--- src/hw/rtl/qbe_pkg.sv ---
// Shared constants and types for the quoted byte escaper.
package qbe_pkg;

  localparam int QueueDepth = 4;
  localparam int MaxBytes   = 7;
  localparam int CountW     = 3;

  localparam logic [7:0] QuoteCh     = 8'h22;
  localparam logic [7:0] BackslashCh = 8'h5C;
  localparam logic [7:0] NewlineCh   = 8'h0A;
  localparam logic [7:0] CrCh        = 8'h0D;
  localparam logic [7:0] TabCh       = 8'h09;
  localparam logic [7:0] LowPrint    = 8'd32;
  localparam logic [7:0] DelCh       = 8'd127;
  localparam logic [7:0] ZeroCh      = 8'h00;

  // one queued request: the expanded output text and how many bytes it holds
  typedef struct packed {
    logic [MaxBytes-1:0][7:0] bytes;
    logic [CountW-1:0]        count;
  } entry_t;

  function automatic logic [7:0] hex_digit(input logic [3:0] v);
    if (v < 4'd10) begin
      return 8'h30 + {4'd0, v};
    end else begin
      return 8'h41 + {4'd0, v} - 8'd10;
    end
  endfunction

endpackage

--- src/hw/rtl/qbe_if.sv ---
// Channel interfaces for raw input bytes and escaped output bytes.
interface qbe_in_if;
  logic       valid;
  logic       ready;
  logic [7:0] in_byte;
  logic       first_of_message;
  logic       last_of_message;
  logic       no_data;

  modport source (output valid, in_byte, first_of_message, last_of_message, no_data,
                  input ready);
  modport sink (input valid, in_byte, first_of_message, last_of_message, no_data,
                output ready);
endinterface

interface qbe_out_if;
  logic       valid;
  logic       ready;
  logic [7:0] out_byte;
  logic       last_of_run;

  modport source (output valid, out_byte, last_of_run, input ready);
  modport sink (input valid, out_byte, last_of_run, output ready);
endinterface

--- src/hw/rtl/qbe_front.sv ---
// Front end: accepts input requests and expands each into a byte list.
module qbe_front (
  qbe_in_if.sink          byte_in,
  input  logic            q_ready,
  output logic            push,
  output qbe_pkg::entry_t entry
);

  logic [7:0]                 c;
  logic [3:0][7:0]            esc;
  logic [2:0]                 esc_len;
  logic [qbe_pkg::CountW-1:0] pos;

  assign c = byte_in.in_byte;

  always_comb begin
    esc     = '0;
    esc_len = 3'd0;
    if (!byte_in.no_data) begin
      unique case (c)
        qbe_pkg::NewlineCh: begin
          esc[0] = qbe_pkg::BackslashCh; esc[1] = 8'h6E; esc_len = 3'd2;
        end
        qbe_pkg::CrCh: begin
          esc[0] = qbe_pkg::BackslashCh; esc[1] = 8'h72; esc_len = 3'd2;
        end
        qbe_pkg::TabCh: begin
          esc[0] = qbe_pkg::BackslashCh; esc[1] = 8'h74; esc_len = 3'd2;
        end
        qbe_pkg::BackslashCh, qbe_pkg::QuoteCh: begin
          esc[0] = qbe_pkg::BackslashCh; esc[1] = c; esc_len = 3'd2;
        end
        default: begin
          if (c < qbe_pkg::LowPrint || c >= qbe_pkg::DelCh) begin
            esc[0]  = qbe_pkg::BackslashCh;
            esc[1]  = 8'h78;
            esc[2]  = qbe_pkg::hex_digit(c[7:4]);
            esc[3]  = qbe_pkg::hex_digit(c[3:0]);
            esc_len = 3'd4;
          end else begin
            esc[0]  = c;
            esc_len = 3'd1;
          end
        end
      endcase
    end
  end

  // pack opening quote, escape bytes and closing quote/zero
  always_comb begin
    entry = '0;
    pos   = '0;
    if (byte_in.first_of_message) begin
      entry.bytes[0] = qbe_pkg::QuoteCh;
      pos            = 3'd1;
    end
    for (int i = 0; i < 4; i++) begin
      if (3'(i) < esc_len) begin
        entry.bytes[pos] = esc[i];
        pos              = pos + 3'd1;
      end
    end
    if (byte_in.last_of_message) begin
      entry.bytes[pos] = qbe_pkg::QuoteCh;
      pos              = pos + 3'd1;
      entry.bytes[pos] = qbe_pkg::ZeroCh;
      pos              = pos + 3'd1;
    end
    entry.count = pos;
  end

  assign byte_in.ready = q_ready;
  // requests that expand to nothing are dropped here
  assign push = byte_in.valid && q_ready && (entry.count != '0);

endmodule

--- src/hw/rtl/qbe_queue.sv ---
// Small register FIFO between front and back end.
module qbe_queue #(
  parameter int DEPTH = qbe_pkg::QueueDepth
) (
  input  logic            clk,
  input  logic            rst,
  input  logic            push,
  input  qbe_pkg::entry_t wr_entry,
  output logic            not_full,
  input  logic            pop,
  output logic            not_empty,
  output qbe_pkg::entry_t head
);

  localparam int PtrW = (DEPTH > 1) ? $clog2(DEPTH) : 1;
  localparam int CntW = $clog2(DEPTH + 1);

  qbe_pkg::entry_t mem [DEPTH];
  logic [PtrW-1:0] wr_ptr;
  logic [PtrW-1:0] rd_ptr;
  logic [CntW-1:0] count;
  logic            do_push;
  logic            do_pop;

  assign not_full  = (count != CntW'(DEPTH));
  assign not_empty = (count != '0);
  assign do_push   = push && not_full;
  assign do_pop    = pop && not_empty;
  assign head      = mem[rd_ptr];

  always_ff @(posedge clk) begin
    if (do_push) begin
      mem[wr_ptr] <= wr_entry;
    end
  end

  always_ff @(posedge clk) begin
    if (rst) begin
      wr_ptr <= '0;
      rd_ptr <= '0;
      count  <= '0;
    end else begin
      if (do_push) begin
        wr_ptr <= (wr_ptr == PtrW'(DEPTH - 1)) ? '0 : wr_ptr + 1'b1;
      end
      if (do_pop) begin
        rd_ptr <= (rd_ptr == PtrW'(DEPTH - 1)) ? '0 : rd_ptr + 1'b1;
      end
      if (do_push && !do_pop) begin
        count <= count + 1'b1;
      end else if (do_pop && !do_push) begin
        count <= count - 1'b1;
      end
    end
  end

endmodule

--- src/hw/rtl/qbe_back.sv ---
// Back end: walks the head entry and sends one byte per cycle while the output is ready.
module qbe_back (
  input  logic            clk,
  input  logic            rst,
  input  logic            not_empty,
  input  qbe_pkg::entry_t head,
  output logic            pop,
  qbe_out_if.source       byte_out
);

  logic [qbe_pkg::CountW-1:0] idx;
  logic                       load;
  logic                       at_end;
  logic                       out_valid;
  logic [7:0]                 out_byte;
  logic                       out_last;

  assign load   = not_empty && (!out_valid || byte_out.ready);
  assign at_end = (idx == head.count - 1'b1);
  assign pop    = load && at_end;

  always_ff @(posedge clk) begin
    if (rst) begin
      idx       <= '0;
      out_valid <= 1'b0;
    end else begin
      if (load) begin
        out_valid <= 1'b1;
        idx       <= at_end ? '0 : idx + 1'b1;
      end else if (byte_out.ready) begin
        out_valid <= 1'b0;
      end
    end
  end

  always_ff @(posedge clk) begin
    if (load) begin
      out_byte <= head.bytes[idx];
      out_last <= at_end;
    end
  end

  assign byte_out.valid       = out_valid;
  assign byte_out.out_byte    = out_byte;
  assign byte_out.last_of_run = out_last;

endmodule

--- src/hw/rtl/quoted_byte_escaper_top.sv ---
// Quoted byte escaper: raw bytes in, quoted C-style escaped text out.
// The first output byte passes through the entry queue and then the output register.
// Output: one byte per cycle while byte_out.ready is high; a request expands to 0 to 7 bytes,
// so a hex escape with both quotes (quote, four escape bytes, quote, zero) gives 7.
// Input stays ready while the entry queue has room, independent of output stalls.
// Reset (rst, synchronous) empties the queue and clears the output valid flag.
module quoted_byte_escaper_top #(
  parameter int QUEUE_DEPTH = qbe_pkg::QueueDepth
) (
  input logic       clk,
  input logic       rst,
  qbe_in_if.sink    byte_in,
  qbe_out_if.source byte_out
);

  qbe_pkg::entry_t wr_entry;
  qbe_pkg::entry_t head;
  logic            push;
  logic            not_full;
  logic            not_empty;
  logic            pop;

  qbe_front u_front (
    .byte_in (byte_in),
    .q_ready (not_full),
    .push    (push),
    .entry   (wr_entry)
  );

  qbe_queue #(
    .DEPTH (QUEUE_DEPTH)
  ) u_queue (
    .clk       (clk),
    .rst       (rst),
    .push      (push),
    .wr_entry  (wr_entry),
    .not_full  (not_full),
    .pop       (pop),
    .not_empty (not_empty),
    .head      (head)
  );

  qbe_back u_back (
    .clk       (clk),
    .rst       (rst),
    .not_empty (not_empty),
    .head      (head),
    .pop       (pop),
    .byte_out  (byte_out)
  );

endmodule
--- src/flat_wrapper.sv ---
// flat-port wrapper written by rule: the top's interface ports become plain ports
module quoted_byte_escaper_top_flat 
#(
  parameter int QUEUE_DEPTH = qbe_pkg::QueueDepth
)
  (clk, rst, byte_in_valid, byte_in_in_byte, byte_in_first_of_message, byte_in_last_of_message, byte_in_no_data, byte_in_ready, byte_out_valid, byte_out_out_byte, byte_out_last_of_run, byte_out_ready);
  qbe_in_if byte_in_i ();
  qbe_out_if byte_out_i ();
  input logic clk;
  input logic rst;
  input wire logic [$bits(byte_in_i.valid)-1:0] byte_in_valid;
  input wire logic [$bits(byte_in_i.in_byte)-1:0] byte_in_in_byte;
  input wire logic [$bits(byte_in_i.first_of_message)-1:0] byte_in_first_of_message;
  input wire logic [$bits(byte_in_i.last_of_message)-1:0] byte_in_last_of_message;
  input wire logic [$bits(byte_in_i.no_data)-1:0] byte_in_no_data;
  output wire logic [$bits(byte_in_i.ready)-1:0] byte_in_ready;
  output wire logic [$bits(byte_out_i.valid)-1:0] byte_out_valid;
  output wire logic [$bits(byte_out_i.out_byte)-1:0] byte_out_out_byte;
  output wire logic [$bits(byte_out_i.last_of_run)-1:0] byte_out_last_of_run;
  input wire logic [$bits(byte_out_i.ready)-1:0] byte_out_ready;
  assign byte_in_i.valid = byte_in_valid;
  assign byte_in_i.in_byte = byte_in_in_byte;
  assign byte_in_i.first_of_message = byte_in_first_of_message;
  assign byte_in_i.last_of_message = byte_in_last_of_message;
  assign byte_in_i.no_data = byte_in_no_data;
  assign byte_in_ready = byte_in_i.ready;
  assign byte_out_valid = byte_out_i.valid;
  assign byte_out_out_byte = byte_out_i.out_byte;
  assign byte_out_last_of_run = byte_out_i.last_of_run;
  assign byte_out_i.ready = byte_out_ready;
  quoted_byte_escaper_top #(.QUEUE_DEPTH(QUEUE_DEPTH)) u_core (.clk(clk), .rst(rst), .byte_in(byte_in_i), .byte_out(byte_out_i));
endmodule
--- config.mk ---
export PLATFORM = sky130hd
export DESIGN_NAME = quoted_byte_escaper_top_flat
export DESIGN_NICKNAME = d
export VERILOG_FILES = /design/src/hw/rtl/qbe_pkg.sv /design/src/hw/rtl/qbe_if.sv /design/src/hw/rtl/qbe_front.sv /design/src/hw/rtl/qbe_queue.sv /design/src/hw/rtl/qbe_back.sv /design/src/hw/rtl/quoted_byte_escaper_top.sv /design/src/flat_wrapper.sv
export SDC_FILE = /design/constraint.sdc
export NUM_CORES = 1
export LEC_CHECK = 0
export ABC_AREA = 1
export BUFFER_PORTS_ARGS = -buffer_cell sky130_fd_sc_hd__buf_4
export CORE_ASPECT_RATIO = 0.6
export CORE_MARGIN = 1.5
export CORE_UTILIZATION = 35
export CTS_BUF_LIST = sky130_fd_sc_hd__clkbuf_4 sky130_fd_sc_hd__clkbuf_8
export CTS_CLUSTER_DIAMETER = 100
export DETAILED_ROUTE_END_ITERATION = 10
export PLACE_DENSITY = 0.48
export SYNTH_ARGS = -nofsm -noshare
export SYNTH_HDL_FRONTEND = slang
export SYNTH_SLANG_ARGS = --single-unit
export TNS_END_PERCENT = 30
--- constraint.sdc ---
create_clock -name clk -period 8.7 [get_ports clk]
set_input_delay 0.87 -clock clk [delete_from_list [all_inputs] [get_ports clk]]
set_output_delay 0.87 -clock clk [all_outputs]
set_load 0.01 [all_outputs]
==> run_results.csv <==
group,metric,value,unit
run_status,outcome,"complete, no violations",
sta,tightest_slew,1020,ps
yosys,synth_most_common_cell,"edfxtp_1",
power,powerDensity,288,nW/µm²
floorplanning,initial_core_util,35.6,%
clocking,post-cts-setup-buffer-count,0,
placement,placedCellCount,1625,
yosys,post_synth_num_cell_types,50,
worst_setup_path,crit_buf_inv,7,
floorplanning,dieArea,35500,µm²
sta,period_needed,6500,ps
floorplanning,fp.dieH,147,µm
power,internal_power,2.40,mW
yosys,async_reset_ff_share,0,%
clocking,clock-root-buffer,"clkbuf_8",
global_route,grt-ovfl-total,0,
hold_path,hp-class,"reg2reg",
sta,fmax,154,MHz
global_route,track_usage,20.9,%
sta,rsz0062_at_grt,"no",
cells_and_area,fill_cells,3302,
sta,finalSetupViolCount,0,
clocking,htree_levels,2,
yosys,syn_area,12000,µm²
clocking,cts_buffers,38,
yosys,yosysSeqAreaShare,60.4,%
routing,wire_per_inst,21.8,µm
yosys,postSynthAreaPerCell,10.3,µm²
yosys,synth_area_leader_cell,"edfxtp_1",
placement,dp_hpwl,24500,µm
cells_and_area,fin_nets,1247,
yosys,syn_inst,1169,
sta,slew_viol_final,0,
hold_path,worstHoldPathCells,2,
routing,drt-initial-drc-count,845,
routing,ant_nets,0,
floorplanning,io-pin-count,26,
power,power.switching,1.49,mW
power,combPwrFrac,35.0,%
routing,via_count,9043,
clocking,cts_hold_buf,0,
worst_setup_path,critPathCaptureType,"register",
worst_setup_path,cp_slowest_cell,"fa_1",
global_route,grt_pass1_vias,8574,
sta,fin_crit_sh,74.7,%
yosys,synth_seq_cells,246,
power,peakVddDrop,0.000260,V
power,p_clk_share,24.4,%
clocking,cts_resized,0,
routing,drc,0,
yosys,synth.area.top_cells,"edfxtp_1 58%, o21ai_0 5.9%, nor2_1 5.6%",
cells_and_area,num_antenna_cells,0,
floorplanning,floorplan.rows,52,
clocking,clock_path_buffers,3,
cells_and_area,synthToLayoutAreaGrowth,12.3,%
yosys,synth_top_area_share,58.2,%
routing,routed_wl,36800,µm
worst_setup_path,start_kind,"input port",
worst_setup_path,crit_required,8940,ps
worst_setup_path,crit_type,"in2reg",
cells_and_area,fin_cells,1689,
worst_setup_path,reg2reg_depth,14,
yosys,ys_top_cells_by_count,"233 x edfxtp_1, 179 x nor2_1, 142 x o21ai_0, 141 x nand2_1, 94 x inv_1",
sta,clock_skew,21.4,ps
yosys,synthFlopType,"edfxtp_1",
worst_setup_path,slowest_delay,930,ps
yosys,ys_warn_count,0,
floorplanning,die_w,242,µm
power,power,3.89,mW
worst_setup_path,cp_common_cell,"nand2_1",
sta,fin_tns_setup,0,ps
global_route,antenna_found_initial,1,
clocking,clock_sinks,246,
clocking,worstSkewPairLatency,560,ps
yosys,synth_edf_count,233,
sta,relSlewSlack,31.8,%
worst_setup_path,cp_top_family,"simple AND/OR/NAND/NOR gates",
worst_setup_path,worst-path-stages,28,
clocking,cts_tree,"done",
routing,first_pass_iters,7,
clocking,clkTransAtPathRegs,60,ps
worst_setup_path,worstPathArrival,6740,ps
sta,hold_viol,0,
cells_and_area,layout-drive-gt1-share,11.7,%
placement,place.gp.congestion,0.928,
sta,timing.hold.ws,513,ps
power,leakage,4.98,nW
placement,io_buffers,25,
global_route,grt_max_degree,72,
worst_setup_path,critical_path_peak_fanout,31,
routing,via_per_inst,5.35,
power,swShare,38.3,%
floorplanning,core_area,33800,µm²
power,power_frac_seq,40.6,%
flow_run,drv_cap,0,
global_route,grt_pass1_wl,55700,µm
[registers in the layout, summed over array words and instances, names as in the netlist, named ones only]
signal,count
u_core.u_queue.wr_ptr,2
u_core.u_back.byte_out.valid,1
u_core.u_queue.mem,224
u_core.u_back.byte_out.out_byte,8
u_core.u_back.byte_out.last_of_run,1
u_core.u_back.idx,3
u_core.u_queue.count,3
u_core.u_queue.rd_ptr,2
[power groups by stage]
stage	Combinational [mW]	Clock [mW]	Sequential [mW]
floorplan	0.886	0	1.58
global placement	1.38	0	1.61
detailed placement	1.36	0	1.60
CTS	1.37	0.976	1.58
global route	1.52	1.02	1.60
finish	1.36	0.949	1.58
[tightest hold or removal path, cell delays in order, from the launching register on]
cell and delay (ps):
dfxtp_1 300, inv_1 90, a21oi_1 70
[cell families after synthesis]
family	count (synthesis)	synth area share, %
and+or+nand+nor	433	16.3
AOI/OAI and AO/OA	294	14.7
DFF	246	60.4
buffers and inverters	160	5.17
adders and majority gates	26	2.83
xor gates and xnor gates	9	0.656
other	1	0.0312
[cell type report]
type	instances	area, µm²	share of cell area, %
Sequential cell	246	7260	53.8
Multi-Input combinational cell	778	4230	31.4
Clock buffer	57	666	4.93
Tap cell	459	574	4.26
Inverter	105	395	2.93
Timing Repair Buffer	37	315	2.34
Clock inverter	7	50.0	0.371
[routing by layer]
layer | vias up | global-route usage, % | part of all wire [%]
li1 | 4252 | - | -
met1 | 4408 | 33.5 | 52
met2 | 327 | 27.5 | 38
met3 | 54 | 5.24 | 7.8
met4 | 2 | 4.81 | 1.6
met5 | - | 0 | 0.035
[final timing paths]
check | end | from | slack, ps
worst max-delay path | u_core.u_queue.mem[0][7] | byte_in_in_byte[1] | 2200
worst min-delay path | u_core.u_queue.count[2] | u_core.u_queue.count[2] | 510
worst max register to register | u_core.u_queue.count[1] | register | 4580
worst min register to register | u_core.u_queue.count[2] | u_core.u_queue.count[2] | 510
[cells in the final DEF (no fill, tap or decap), drive strengths merged]
| cell type | count |
|---|---|
| edfxtp | 233 |
| nor2 | 185 |
| nand2 | 150 |
| o21ai | 145 |
| inv | 105 |
| nand3 | 62 |
| clkbuf | 57 |
| buf | 37 |
| o22ai | 36 |
| a21oi | 35 |
| o221ai | 28 |
| ha | 24 |
| nand4 | 21 |
| o211ai | 16 |
| conb | 16 |
| dfxtp | 13 |
| nor3 | 10 |
| xor2 | 7 |
| a211oi | 7 |
| a31oi | 7 |
| clkinv | 7 |
| a32o | 6 |
| a22oi | 6 |
| xnor2 | 2 |
| a21boi | 2 |
| a221oi | 2 |
| fa | 2 |
| and2 | 2 |
| a32oi | 1 |
| and3 | 1 |
| o32ai | 1 |
| o31ai | 1 |
| nor4 | 1 |
| nor3b | 1 |
| o211a | 1 |
[metrics by stage]
step / cell area [µm²] / setup WS, ps / util [%]
floorplan: 12100 / 1760 / -
global placement: 12800 / 1720 / 37.8
detailed placement: 12800 / 1650 / 37.8
CTS: 13500 / 2240 / 40.0
global route: 13500 / 1670 / 40.0
finish: 13500 / 2200 / 40.0
Note: power is estimated with default switching activity, not from simulation.
